[config.mk]
export PLATFORM = sky130hd
export DESIGN_NAME = video_marker_overlay_generator_top
export DESIGN_NICKNAME = d
export VERILOG_FILES = /design/src/rtl/vmog_pkg.sv /design/src/rtl/vmog_marker_match.sv /design/src/rtl/video_marker_overlay_generator_top.sv
export SDC_FILE = /design/constraint.sdc
export NUM_CORES = 2
export LEC_CHECK = 0
export ABC_AREA = 1
export BUFFER_PORTS_ARGS = -buffer_cell sky130_fd_sc_hd__buf_2
export CELL_PAD_IN_SITES_DETAIL_PLACEMENT = 1
export CELL_PAD_IN_SITES_GLOBAL_PLACEMENT = 1
export CORE_MARGIN = 2
export CORE_UTILIZATION = 50
export CTS_BUF_LIST = sky130_fd_sc_hd__clkbuf_4 sky130_fd_sc_hd__clkbuf_8
export CTS_CLUSTER_SIZE = 16
export DETAILED_ROUTE_END_ITERATION = 6
export GPL_TIMING_DRIVEN = 1
export PLACE_DENSITY_LB_ADDON = 0.2
export SYNTH_ARGS = -nofsm -noshare
export SYNTH_HDL_FRONTEND = slang
export SYNTH_SLANG_ARGS = --single-unit
[constraint.sdc]
create_clock -name clk_i -period 8.7 [get_ports clk_i]
set_clock_uncertainty 0.05 [all_clocks]
set_input_delay 0.87 -clock clk_i [delete_from_list [all_inputs] [get_ports clk_i]]
set_output_delay 0.87 -clock clk_i [all_outputs]
set_load 0.01 [all_outputs]
[src/rtl/vmog_pkg.sv]
// Shared constants and types for the video marker overlay generator.
`timescale 1ns / 1ps

package vmog_pkg;

  // Widths fixed by the register map and the word fields
  localparam int unsigned DIM_WIDTH   = 12;
  localparam int unsigned HALF_WIDTH  = 8;
  localparam int unsigned IDX_WIDTH   = 5;
  localparam int unsigned FIELD_WIDTH = 11;
  localparam int unsigned PIXEL_WIDTH = 32;
  localparam int unsigned CFG_IDX_WIDTH  = 2;
  localparam int unsigned CFG_DATA_WIDTH = 12;

  localparam logic [PIXEL_WIDTH-1:0] OVERLAY_COLOUR = 32'h7f0000ff;
  localparam logic [DIM_WIDTH-1:0]   DIM_MAX        = 12'd2048;

  // Register reset values
  localparam logic [DIM_WIDTH-1:0]  FRAME_WIDTH_RST  = 12'd640;
  localparam logic [DIM_WIDTH-1:0]  FRAME_HEIGHT_RST = 12'd480;
  localparam logic [HALF_WIDTH-1:0] HALF_SIZE_RST    = 8'd2;

  // Parameter defaults
  localparam int unsigned MARKER_COUNT_DEF     = 20;
  localparam int unsigned COORD_BITS_DEF       = 11;
  localparam int unsigned BORDER_THICKNESS_DEF = 3;

  typedef enum logic [CFG_IDX_WIDTH-1:0] {
    REG_FRAME_WIDTH  = 2'd0,
    REG_FRAME_HEIGHT = 2'd1,
    REG_HALF_SIZE    = 2'd2
  } cfg_reg_e;

  typedef enum logic {
    ACT_LOAD  = 1'b0,
    ACT_PIXEL = 1'b1
  } action_e;

endpackage

[src/rtl/vmog_marker_match.sv]
// Marker centre table and parallel square-window hit test.
`timescale 1ns / 1ps

module vmog_marker_match #(
  parameter int unsigned MARKER_COUNT = vmog_pkg::MARKER_COUNT_DEF,
  parameter int unsigned COORD_BITS   = vmog_pkg::COORD_BITS_DEF
) (
  input  logic                                clk_i,
  input  logic                                rst_ni,
  input  logic                                load_en_i,
  input  logic [vmog_pkg::IDX_WIDTH-1:0]      load_index_i,
  input  logic [COORD_BITS-1:0]               load_x_i,
  input  logic [COORD_BITS-1:0]               load_y_i,
  input  logic [vmog_pkg::HALF_WIDTH-1:0]     half_size_i,
  input  logic [COORD_BITS-1:0]               pix_x_i,
  input  logic [COORD_BITS-1:0]               pix_y_i,
  output logic                                hit_o
);
  import vmog_pkg::*;

  localparam int unsigned EW = COORD_BITS + 2;

  logic [COORD_BITS-1:0] mark_x_q [MARKER_COUNT];
  logic [COORD_BITS-1:0] mark_y_q [MARKER_COUNT];
  logic [MARKER_COUNT-1:0] hit_vec;

  // Each entry has its own write decode; out-of-range indexes hit nothing.
  always_ff @(posedge clk_i or negedge rst_ni) begin
    if (!rst_ni) begin
      for (int k = 0; k < MARKER_COUNT; k++) begin
        mark_x_q[k] <= '0;
        mark_y_q[k] <= '0;
      end
    end else if (load_en_i) begin
      for (int k = 0; k < MARKER_COUNT; k++) begin
        if (32'(load_index_i) == k) begin
          mark_x_q[k] <= load_x_i;
          mark_y_q[k] <= load_y_i;
        end
      end
    end
  end

  // Inclusive window mx-s..mx+s, written without subtraction to avoid wrap
  always_comb begin
    for (int k = 0; k < MARKER_COUNT; k++) begin
      hit_vec[k] = (EW'(pix_x_i) + EW'(half_size_i) >= EW'(mark_x_q[k]))
                && (EW'(pix_x_i) <= EW'(mark_x_q[k]) + EW'(half_size_i))
                && (EW'(pix_y_i) + EW'(half_size_i) >= EW'(mark_y_q[k]))
                && (EW'(pix_y_i) <= EW'(mark_y_q[k]) + EW'(half_size_i));
    end
  end

  assign hit_o = |hit_vec;

endmodule

[src/rtl/video_marker_overlay_generator_top.sv]
// Top level of the video marker overlay generator.
`timescale 1ns / 1ps

// Channel   Direction  Handshake               Payload
// -------   ---------  ----------------------  -------------------------------------------
// in        in         in_valid_i / in_stall_o action, marker_index, marker_x, marker_y
// out       out        out_valid_o/out_stall_i pixel, start_of_frame, end_of_line
// cfg       in         cfg_we_i                cfg_index_i, cfg_wdata_i
//
// One word per clock is sustained while the output does not stall: an accepted
// word is held in the input register, then a pixel request lands in the output
// register; a load retires from the input register without a result.
// Reset clears the counters, the marker table and all valids; config registers take reset values.
// A stall on the output holds the output register and, through it, the input
// register; the input side keeps taking words while the output has room.

module video_marker_overlay_generator_top #(
  parameter int unsigned MARKER_COUNT     = vmog_pkg::MARKER_COUNT_DEF,
  parameter int unsigned COORD_BITS       = vmog_pkg::COORD_BITS_DEF,
  parameter int unsigned BORDER_THICKNESS = vmog_pkg::BORDER_THICKNESS_DEF
) (
  input  logic                                 clk_i,
  input  logic                                 rst_ni,
  // configuration
  input  logic                                 cfg_we_i,
  input  logic [vmog_pkg::CFG_IDX_WIDTH-1:0]   cfg_index_i,
  input  logic [vmog_pkg::CFG_DATA_WIDTH-1:0]  cfg_wdata_i,
  // input words
  input  logic                                 in_valid_i,
  output logic                                 in_stall_o,
  input  logic                                 action_i,
  input  logic [vmog_pkg::IDX_WIDTH-1:0]       marker_index_i,
  input  logic [vmog_pkg::FIELD_WIDTH-1:0]     marker_x_i,
  input  logic [vmog_pkg::FIELD_WIDTH-1:0]     marker_y_i,
  // output words
  output logic                                 out_valid_o,
  input  logic                                 out_stall_i,
  output logic [vmog_pkg::PIXEL_WIDTH-1:0]     pixel_o,
  output logic                                 start_of_frame_o,
  output logic                                 end_of_line_o
);
  import vmog_pkg::*;

  // Wide enough for the 12-bit dimensions, the counters and the border offset
  localparam int unsigned XW = ((COORD_BITS > DIM_WIDTH) ? COORD_BITS : DIM_WIDTH) + 2;

  // configuration registers
  logic [DIM_WIDTH-1:0]  frame_width_q, frame_height_q;
  logic [HALF_WIDTH-1:0] half_size_q;

  always_ff @(posedge clk_i or negedge rst_ni) begin
    if (!rst_ni) begin
      frame_width_q  <= FRAME_WIDTH_RST;
      frame_height_q <= FRAME_HEIGHT_RST;
      half_size_q    <= HALF_SIZE_RST;
    end else if (cfg_we_i) begin
      unique case (cfg_index_i)
        REG_FRAME_WIDTH:  frame_width_q  <= cfg_wdata_i;
        REG_FRAME_HEIGHT: frame_height_q <= cfg_wdata_i;
        REG_HALF_SIZE:    half_size_q    <= cfg_wdata_i[HALF_WIDTH-1:0];
        default: ;  // unmapped index: drop the write
      endcase
    end
  end

  // input register
  logic                     s1_valid_q, s1_valid_d;
  logic                     s1_action_q;
  logic [IDX_WIDTH-1:0]     s1_index_q;
  logic [COORD_BITS-1:0]    s1_x_q, s1_y_q;

  logic out_valid_q, out_valid_d;
  logic out_free;
  logic s1_pixel;
  logic s1_adv;
  logic in_accept;

  assign out_free   = !out_valid_q || !out_stall_i;
  assign s1_pixel   = (s1_action_q == ACT_PIXEL);
  // A load retires at once; a pixel waits for room in the output register.
  assign s1_adv     = s1_valid_q && (!s1_pixel || out_free);
  assign in_stall_o = s1_valid_q && !s1_adv;
  assign in_accept  = in_valid_i && !in_stall_o;

  always_comb begin
    s1_valid_d = s1_valid_q;
    if (in_accept) begin
      s1_valid_d = 1'b1;
    end else if (s1_adv) begin
      s1_valid_d = 1'b0;
    end
  end

  always_ff @(posedge clk_i or negedge rst_ni) begin
    if (!rst_ni) begin
      s1_valid_q <= 1'b0;
    end else begin
      s1_valid_q <= s1_valid_d;
    end
  end

  // payload: no reset needed
  always_ff @(posedge clk_i) begin
    if (in_accept) begin
      s1_action_q <= action_i;
      s1_index_q  <= marker_index_i;
      s1_x_q      <= COORD_BITS'(marker_x_i);
      s1_y_q      <= COORD_BITS'(marker_y_i);
    end
  end

  // raster counters
  logic [COORD_BITS-1:0] col_q, col_d, row_q, row_d;
  logic                  pix_fire;

  assign pix_fire = s1_adv && s1_pixel;

  // Zero or oversized dimensions act as the maximum.
  logic [DIM_WIDTH-1:0] eff_w, eff_h;
  assign eff_w = (frame_width_q == '0 || frame_width_q > DIM_MAX) ? DIM_MAX : frame_width_q;
  assign eff_h = (frame_height_q == '0 || frame_height_q > DIM_MAX) ? DIM_MAX : frame_height_q;

  logic last_col, last_row;
  assign last_col = (XW'(col_q) >= XW'(eff_w) - XW'(1)) || (&col_q);
  assign last_row = (XW'(row_q) >= XW'(eff_h) - XW'(1)) || (&row_q);

  always_comb begin
    col_d = col_q;
    row_d = row_q;
    if (pix_fire) begin
      if (last_col) begin
        col_d = '0;
        row_d = last_row ? '0 : row_q + COORD_BITS'(1);
      end else begin
        col_d = col_q + COORD_BITS'(1);
      end
    end
  end

  always_ff @(posedge clk_i or negedge rst_ni) begin
    if (!rst_ni) begin
      col_q <= '0;
      row_q <= '0;
    end else begin
      col_q <= col_d;
      row_q <= row_d;
    end
  end

  // marker table and window test
  logic marker_hit;

  vmog_marker_match #(
    .MARKER_COUNT (MARKER_COUNT),
    .COORD_BITS   (COORD_BITS)
  ) u_match (
    .clk_i        (clk_i),
    .rst_ni       (rst_ni),
    .load_en_i    (s1_adv && !s1_pixel),
    .load_index_i (s1_index_q),
    .load_x_i     (s1_x_q),
    .load_y_i     (s1_y_q),
    .half_size_i  (half_size_q),
    .pix_x_i      (col_q),
    .pix_y_i      (row_q),
    .hit_o        (marker_hit)
  );

  // Border strips: top, left, and the bottom band h-B <= y < h.
  logic border_hit;
  assign border_hit = (XW'(row_q) < XW'(BORDER_THICKNESS))
                   || (XW'(col_q) < XW'(BORDER_THICKNESS))
                   || ((XW'(row_q) + XW'(BORDER_THICKNESS) >= XW'(eff_h))
                       && (XW'(row_q) < XW'(eff_h)));

  // output register
  logic [PIXEL_WIDTH-1:0] pixel_q;
  logic                   sof_q, eol_q;

  always_comb begin
    out_valid_d = out_valid_q;
    if (pix_fire) begin
      out_valid_d = 1'b1;
    end else if (!out_stall_i) begin
      out_valid_d = 1'b0;
    end
  end

  always_ff @(posedge clk_i or negedge rst_ni) begin
    if (!rst_ni) begin
      out_valid_q <= 1'b0;
    end else begin
      out_valid_q <= out_valid_d;
    end
  end

  always_ff @(posedge clk_i) begin
    if (pix_fire) begin
      pixel_q <= (marker_hit || border_hit) ? OVERLAY_COLOUR : '0;
      sof_q   <= (col_q == '0) && (row_q == '0);
      eol_q   <= last_col;
    end
  end

  assign out_valid_o      = out_valid_q;
  assign pixel_o          = pixel_q;
  assign start_of_frame_o = sof_q;
  assign end_of_line_o    = eol_q;

endmodule

# Word level (Yosys, flattened, before mapping)
# Cells that the tools add are included.
[totals]
out_inout_bits = 36
elab_cells = 335
register_bits = 558
inputBits = 47
[op_classes]
magnitude_cmp = 88
n_addsub = 47
mux = 9
reduce_logical = 115
n_eq_ne = 22
[op_table]
columns = ["cell", "n"]
rows = [
  ["$ge 13x11->1", 40],
  ["$le 11x13->1", 40],
  ["$add 11x8->12", 42],
  ["$logic_and 1x1->1", 67],
  ["$reduce_and 2->1", 24],
  ["$eq 5x4->1 const B", 8],
  ["$mux 31", 1],
  ["$ge 11x14->1", 2],
  ["$sub 12x1->13 const B", 2],
  ["$gt 12x12->1 const B", 2],
  ["$logic_not 12->1", 2],
  ["$mux 12", 2],
  ["$add 11x1->11 const B", 2],
  ["$logic_not 11->1", 2],
  ["$lt 11x2->1 const B", 2],
  ["$mux 11", 2],
  ["$reduce_and 11->1", 2],
  ["$eq 5x3->1 const B", 4],
  ["$eq 5x5->1 const B", 4],
  ["$reduce_or 20->1", 1],
  ["$add 11x2->12 const B", 1],
  ["$ge 12x12->1", 1],
  ["$lt 11x12->1", 1],
  ["$eq 5x2->1 const B", 2],
  ["other kinds (10)", 25],
]

# Depth between registers and ports, before layout
[depth]
word_depth = 9
ltp_mapped = 27
depth_no_buf = 27

# By module
# Synthesis repeated with hierarchy kept, for this count alone.
[hier_totals]
cells_unflattened = 7922
area_unflattened_um2 = 58427.3
[by_module_without_submodules]
columns = ["mod", "instances", "seq_area_each_um2", "cells_each", "area_each_um2"]
rows = [
  ["vmog_marker_match", 1, 11010.6, 7249, 52766.9],
  ["video_marker_overlay_generator_top", 1, 2341.0, 673, 5660.4],
]

# Worst setup path before layout
# OpenSTA, ideal clock, no wires.
[synth_timing]
path_type = "register to register"
start = "register half_size_q[1]"
end = "register pixel_q[29], in the netlist pixel_o[29] (data pin)"
path_stages_with_launch = 26
path_buffers = 0
arrival_time_ns = 6.133
period_less_slack_ns = 6.437
setup_slack_ns = 2.263
setup_time_ns = 0.254
required_ns = 8.396
cell_sequence = "dfstp_2 -> inv_1 -> fa_1 -> o21ai_0 -> a21oi_1 -> o21bai_1 -> a21oi_1 -> o21ai_0 -> xor2_1 -> ha_1 -> nand2_1 -> inv_1 -> a21oi_1 -> nand2_1 -> nor2_1 -> nand2_1 -> nand2_1 -> nand2_1 -> nand2_1 -> inv_1 -> nand3_1 -> nand2_1 -> nor2_1 -> nand2_1 -> nor2_1 -> nand2_1"
[synth_via]
elab_chain_cells = 8
elab_cells_between_ends = 185
classes_between = "add/sub (42); order compare (80); mux (1); reduce/logical (62)"
[synth_lines]
columns = ["element", "line_no", "rtl"]
rows = [
  ["start: declaration", "video_marker_overlay_generator_top.sv:49", "logic [HALF_WIDTH-1:0] half_size_q;"],
  ["start signal: assignment", "video_marker_overlay_generator_top.sv:60", "REG_HALF_SIZE: half_size_q <= cfg_wdata_i[HALF_WIDTH-1:0];"],
  ["$add 11x8->12, on equally long branches", "vmog_marker_match.sv:47, vmog_marker_match.sv:48", ""],
  ["$ge 13x11->1 / $le 11x13->1 (equally long branches)", "vmog_marker_match.sv:47, vmog_marker_match.sv:48", ""],
  ["$logic_and 1x1->1", "vmog_marker_match.sv:48", "&& (EW'(pix_x_i) <= EW'(mark_x_q[k]) + EW'(half_size_i))"],
  ["$logic_and 1x1->1", "vmog_marker_match.sv:49", "&& (EW'(pix_y_i) + EW'(half_size_i) >= EW'(mark_y_q[k]))"],
  ["$logic_and 1x1->1", "vmog_marker_match.sv:50", "&& (EW'(pix_y_i) <= EW'(mark_y_q[k]) + EW'(half_size_i));"],
  ["$reduce_or 20->1 *", "vmog_marker_match.sv:54", "assign hit_o = |hit_vec;"],
  ["$logic_or 1x1->1 *", "video_marker_overlay_generator_top.sv:199", "pixel_q <= (marker_hit || border_hit) ? OVERLAY_COLOUR : '0;"],
  ["$mux 31 *", "video_marker_overlay_generator_top.sv:199", ""],
  ["end signal: assignment", "video_marker_overlay_generator_top.sv:199", ""],
  ["end: declaration", "video_marker_overlay_generator_top.sv:177", "logic [PIXEL_WIDTH-1:0] pixel_q;"],
]
# Mark *: on every way between the ends. The rest lies on a longest branch, timed or not.
# A chain may end at the register's enable or synchronous reset.

# Final worst setup path
[layout_timing]
start = "register half_size_q[3]"
end = "register pixel_q[29], in the netlist pixel_o[29] (data pin)"
# The elaborated chain is that of the path after synthesis.

==> results.py <==
metrics = {
    "yosys": {
        "ys.flop_type": "dfrtp_1",
        "syn_area_per_cell_um2": 7.30,
        "synth_area_um2": 58900,
        "async_flop_share_pct": 94.1,
        "yosysWarnings": 0,
        "yosys_register_bits": 527,
        "synth_edf_count": 31,
        "ys_seq_area_share_pct": 22.7,
        "ys_types": 54,
        "netlist_instances": 8061,
    },
    "cells_and_area": {
        "drive_gt1_share_pct": 5.39,
        "fill_cells": 15100,
        "fin_cells": 9799,
        "syn2layout_area_growth_pct": 8.65,
        "fin_nets": 9539,
        "seqCellArea_um2": 13400,
        "fin_util_pct": 54.9,
        "multi_input_area_um2": 41000,
    },
    "power": {
        "leakage_nw": 34.3,
        "peakVddDrop_uv": 211,
        "total_power_mw": 17.0,
        "power_density_nw_per_um2": 265,
    },
    "floorplan": {
        "core.rowCount": 125,
        "dieArea_um2": 121000,
        "core_um2": 117000,
        "chipHeight_um": 347,
        "die_w_um": 347,
        "io_pins": 83,
        "start_util_pct": 50.5,
    },
    "critical_path": {
        "worst-r2r-setup-slack_ns": 2.70,
        "endpoint": "pixel_o[29]$_DFFE_PP_",
        "crit_chain": "buf_4 > ha_1 > nand2_1 > o21ai_0 > a21oi_1 > o21bai_1 > a21o_1 > nand2_1 > a21oi_1 > xor2_4 > ha_1 > a21o_1 > nor2_1 > nand2_1 > nand2_1 > inv_1 > nand3_1 > nand2_1 > nor2_1 > nand2_1 > nor2_1 > nand2_1",
        "start_kind": "register",
        "critPathSlowestCell": "xor2_4",
        "r2r-start": "half_size_q[3]$_DFFE_PN0P_",
        "cp.required_ns": 9.24,
        "critical_path.max_fanout": 25,
        "r2r-end": "pixel_o[29]$_DFFE_PP_",
        "critPathMaxStageDelay_ns": 0.93,
        "critPathLaunch": "half_size_q[3]$_DFFE_PN0P_",
        "reg2reg_depth": 22,
        "worstSetupPathType": "register to register",
        "crit_top_cell": "nand2_1",
        "worstPathArrival_ns": 6.54,
        "setup.worst_path.end_class": "register",
    },
    "routing": {
        "vias": 57600,
        "drt_wl_total_um": 226000,
        "viasPerCell": 5.88,
        "drc": 0,
        "drt-initial-drc-count": 3543,
        "avgRoutedWirePerCell_um": 23.1,
        "firstDrtPassIters": 5,
        "detail-route-antenna-nets": 0,
    },
    "grt": {
        "gr-total-overflow": 0,
        "grt_first_pass_wirelength_um": 346000,
        "grt_max_degree": 132,
        "track_usage_pct": 37.2,
        "antenna_found_initial": 9,
        "grt_pass1_vias": 60700,
    },
    "place": {
        "hpwl_um": 154000,
        "place_inst": 9599,
        "gp_congestion": 0.886,
        "io_buffers": 65,
    },
    "sta": {
        "fin_crit_ns": 6.00,
        "finalSetupTns_ns": 0,
        "fin_crit_sh_pct": 68.9,
        "setup_viol": 0,
        "rsz0062_at_grt": "false",
        "fmax_mhz": 167,
        "max-slew-margin-rel_pct": 17.1,
        "tightest_slew_ns": 1.24,
        "final_hold_viol_count": 0,
        "drv_slew": 0,
    },
    "clock_tree": {
        "cts_tree": "built",
        "worstSkewPairLatency_ns": 0.86,
        "cts-resized-gates": 0,
        "htree_levels": 3,
        "numCtsBuffers": 105,
        "path_clk_slew_ns": 0.07,
        "root_buffer": "clkbuf_8",
        "post_cts_buffers": 0,
        "cts_hold_buffers": 0,
        "clockBufferDepth": 3,
        "cts.sinks": 527,
    },
    "min_path": {
        "hold_path_class": "input pin to async pin",
    },
    "outcome": {
        "status": "finished, final reports clean",
    },
    "run": {
        "cap_viol_max_count": 0,
    },
}
## kinds of logic after synthesis
logic type	Yosys count	synth area share, %
flops	527	22.7
simple gates	3180	22.1
fa+ha+maj	1310	28.4
compound gates	1385	12.7
buf+inv	1269	8.36
other cells	1	0.00637
xor+xnor	389	5.79
## how the worst min path moves through the flow
stage / start / end / slack (ns) / depth (start not counted)
after global routing: marker_y_i[9] / s1_y_q[9]$_DFFE_PP_ / 0.09 / 1
after detailed placement: frame_width_q[5]$_DFFE_PN0P_ / frame_width_q[5]$_DFFE_PN0P_ / 0.43 / 2
final: rst_ni / u_match.mark_y_q[78]$_DFFE_PN0P_ / 0.07 / 1
after global placement: frame_width_q[0]$_DFFE_PN0P_ / frame_width_q[0]$_DFFE_PN0P_ / 0.42 / 2
after floorplan: frame_height_q[9]$_DFFE_PN0P_ / frame_height_q[9]$_DFFE_PN0P_ / 0.40 / 2
after CTS: rst_ni / u_match.mark_y_q[217]$_DFFE_PN0P_ / 0.05 / 1
## power breakdown
part / leakage [nW] / total (mW) / switching [mW] / internal (mW)
clock network: 1.31 / 3.14 / 1.33 / 1.80
logic: 26.1 / 10.5 / 6.87 / 3.63
registers: 6.83 / 3.32 / 0.480 / 2.84
total: 34.3 / 17.0 / 8.69 / 8.27
## state kept, by name, indices dropped and copies added (netlist names), 5 cells and up
| register | flops |
|---|---|
| u_match.mark_y_q | 220 |
| s1_index_q | 5 |
| half_size_q | 8 |
| frame_height_q | 12 |
| u_match.mark_x_q | 220 |
| col_q | 11 |
| s1_y_q | 11 |
| s1_x_q | 11 |
| frame_width_q | 12 |
| row_q | 11 |
## metal layers
layer | track usage [%] | part of all wire (%) | vias to the layer above
li1 | - | - | 26900
met1 | 45.9 | 42 | 28400
met2 | 63.5 | 47 | 1663
met3 | 5.40 | 5.9 | 664
met4 | 18.2 | 5.5 | 6
met5 | 0 | 0.019 | -
## metrics by stage
stage	area [um^2]	worst slack [ns]	hold WS [ns]
finish	64000	2.70	0.0730
CTS	64000	2.79	0.0514
global route	64000	2.47	0.0900
floorplan	58900	2.26	0.403
global placement	61500	3.04	0.419
detailed placement	61500	2.84	0.427
## layout make-up
class,count,area share (%)
inverter,1114,6.54
timing repair buffer,153,1.58
clock buffer,153,3.06
multi-input combinational,6281,64.0
antenna,3,0.0117
sequential,527,21.0
clock inverter,44,0.849
tap,1524,2.98
## placed cells by master, fill, tap and decap left out, types with 25 or more instances in the layout
master,Yosys,routed
ha_1,1268,1268
xnor2_1,117,114
nor3_1,83,82
nand3b_1,31,31
o21a_1,34,34
inv_1,1112,1103
edfxtp_1,31,31
buf_4,31,87
dfrtp_1,489,462
a21o_1,63,63
a31oi_1,32,32
clkbuf_8,0,129
buf_2,8,64
xor2_1,272,261
a21oi_1,499,499
o21bai_1,25,25
fa_1,42,42
nand2_1,2088,2088
nand3_1,374,365
nand4_1,92,92
nor2_1,460,458
o21ai_0,666,666
## worst max-delay path, delay by kind of cell (launching register included)
kind | cells | cell delay (ns)
compound gates | 6 | 1.32
xor+xnor | 1 | 0.93
fa+ha+maj | 2 | 0.85
buf+inv | 2 | 0.73
flops | 1 | 0.76
simple gates | 11 | 1.04
## synth_stat cells, drive strengths merged (2+ instances only)
master,instances,area [um^2]
a21oi,500,2510
o32ai,2,17.5
fa,42,841
o31ai,4,30.0
nor4,13,81.3
nor3b,8,60.1
o21a,34,255
o21ai,674,3400
nand4,92,576
a22oi,2,15.0
inv,1113,4180
nor2,465,1770
edfxtp,31,931
dfstp,7,184
a31oi,32,200
a211oi,13,97.6
a21boi,4,30.0
o211ai,21,158
a21o,63,473
o21bai,25,188
xor2,272,2380
ha,1268,15900
buf,42,315
xnor2,117,1020
and3,11,68.8
dfrtp,489,12200
nand3,377,1900
nor3,84,425
nand3b,31,233
o22ai,6,37.5
clkbuf,113,424
nand2,2096,7910
No activity file was read; power rests on OpenSTA's default activity.
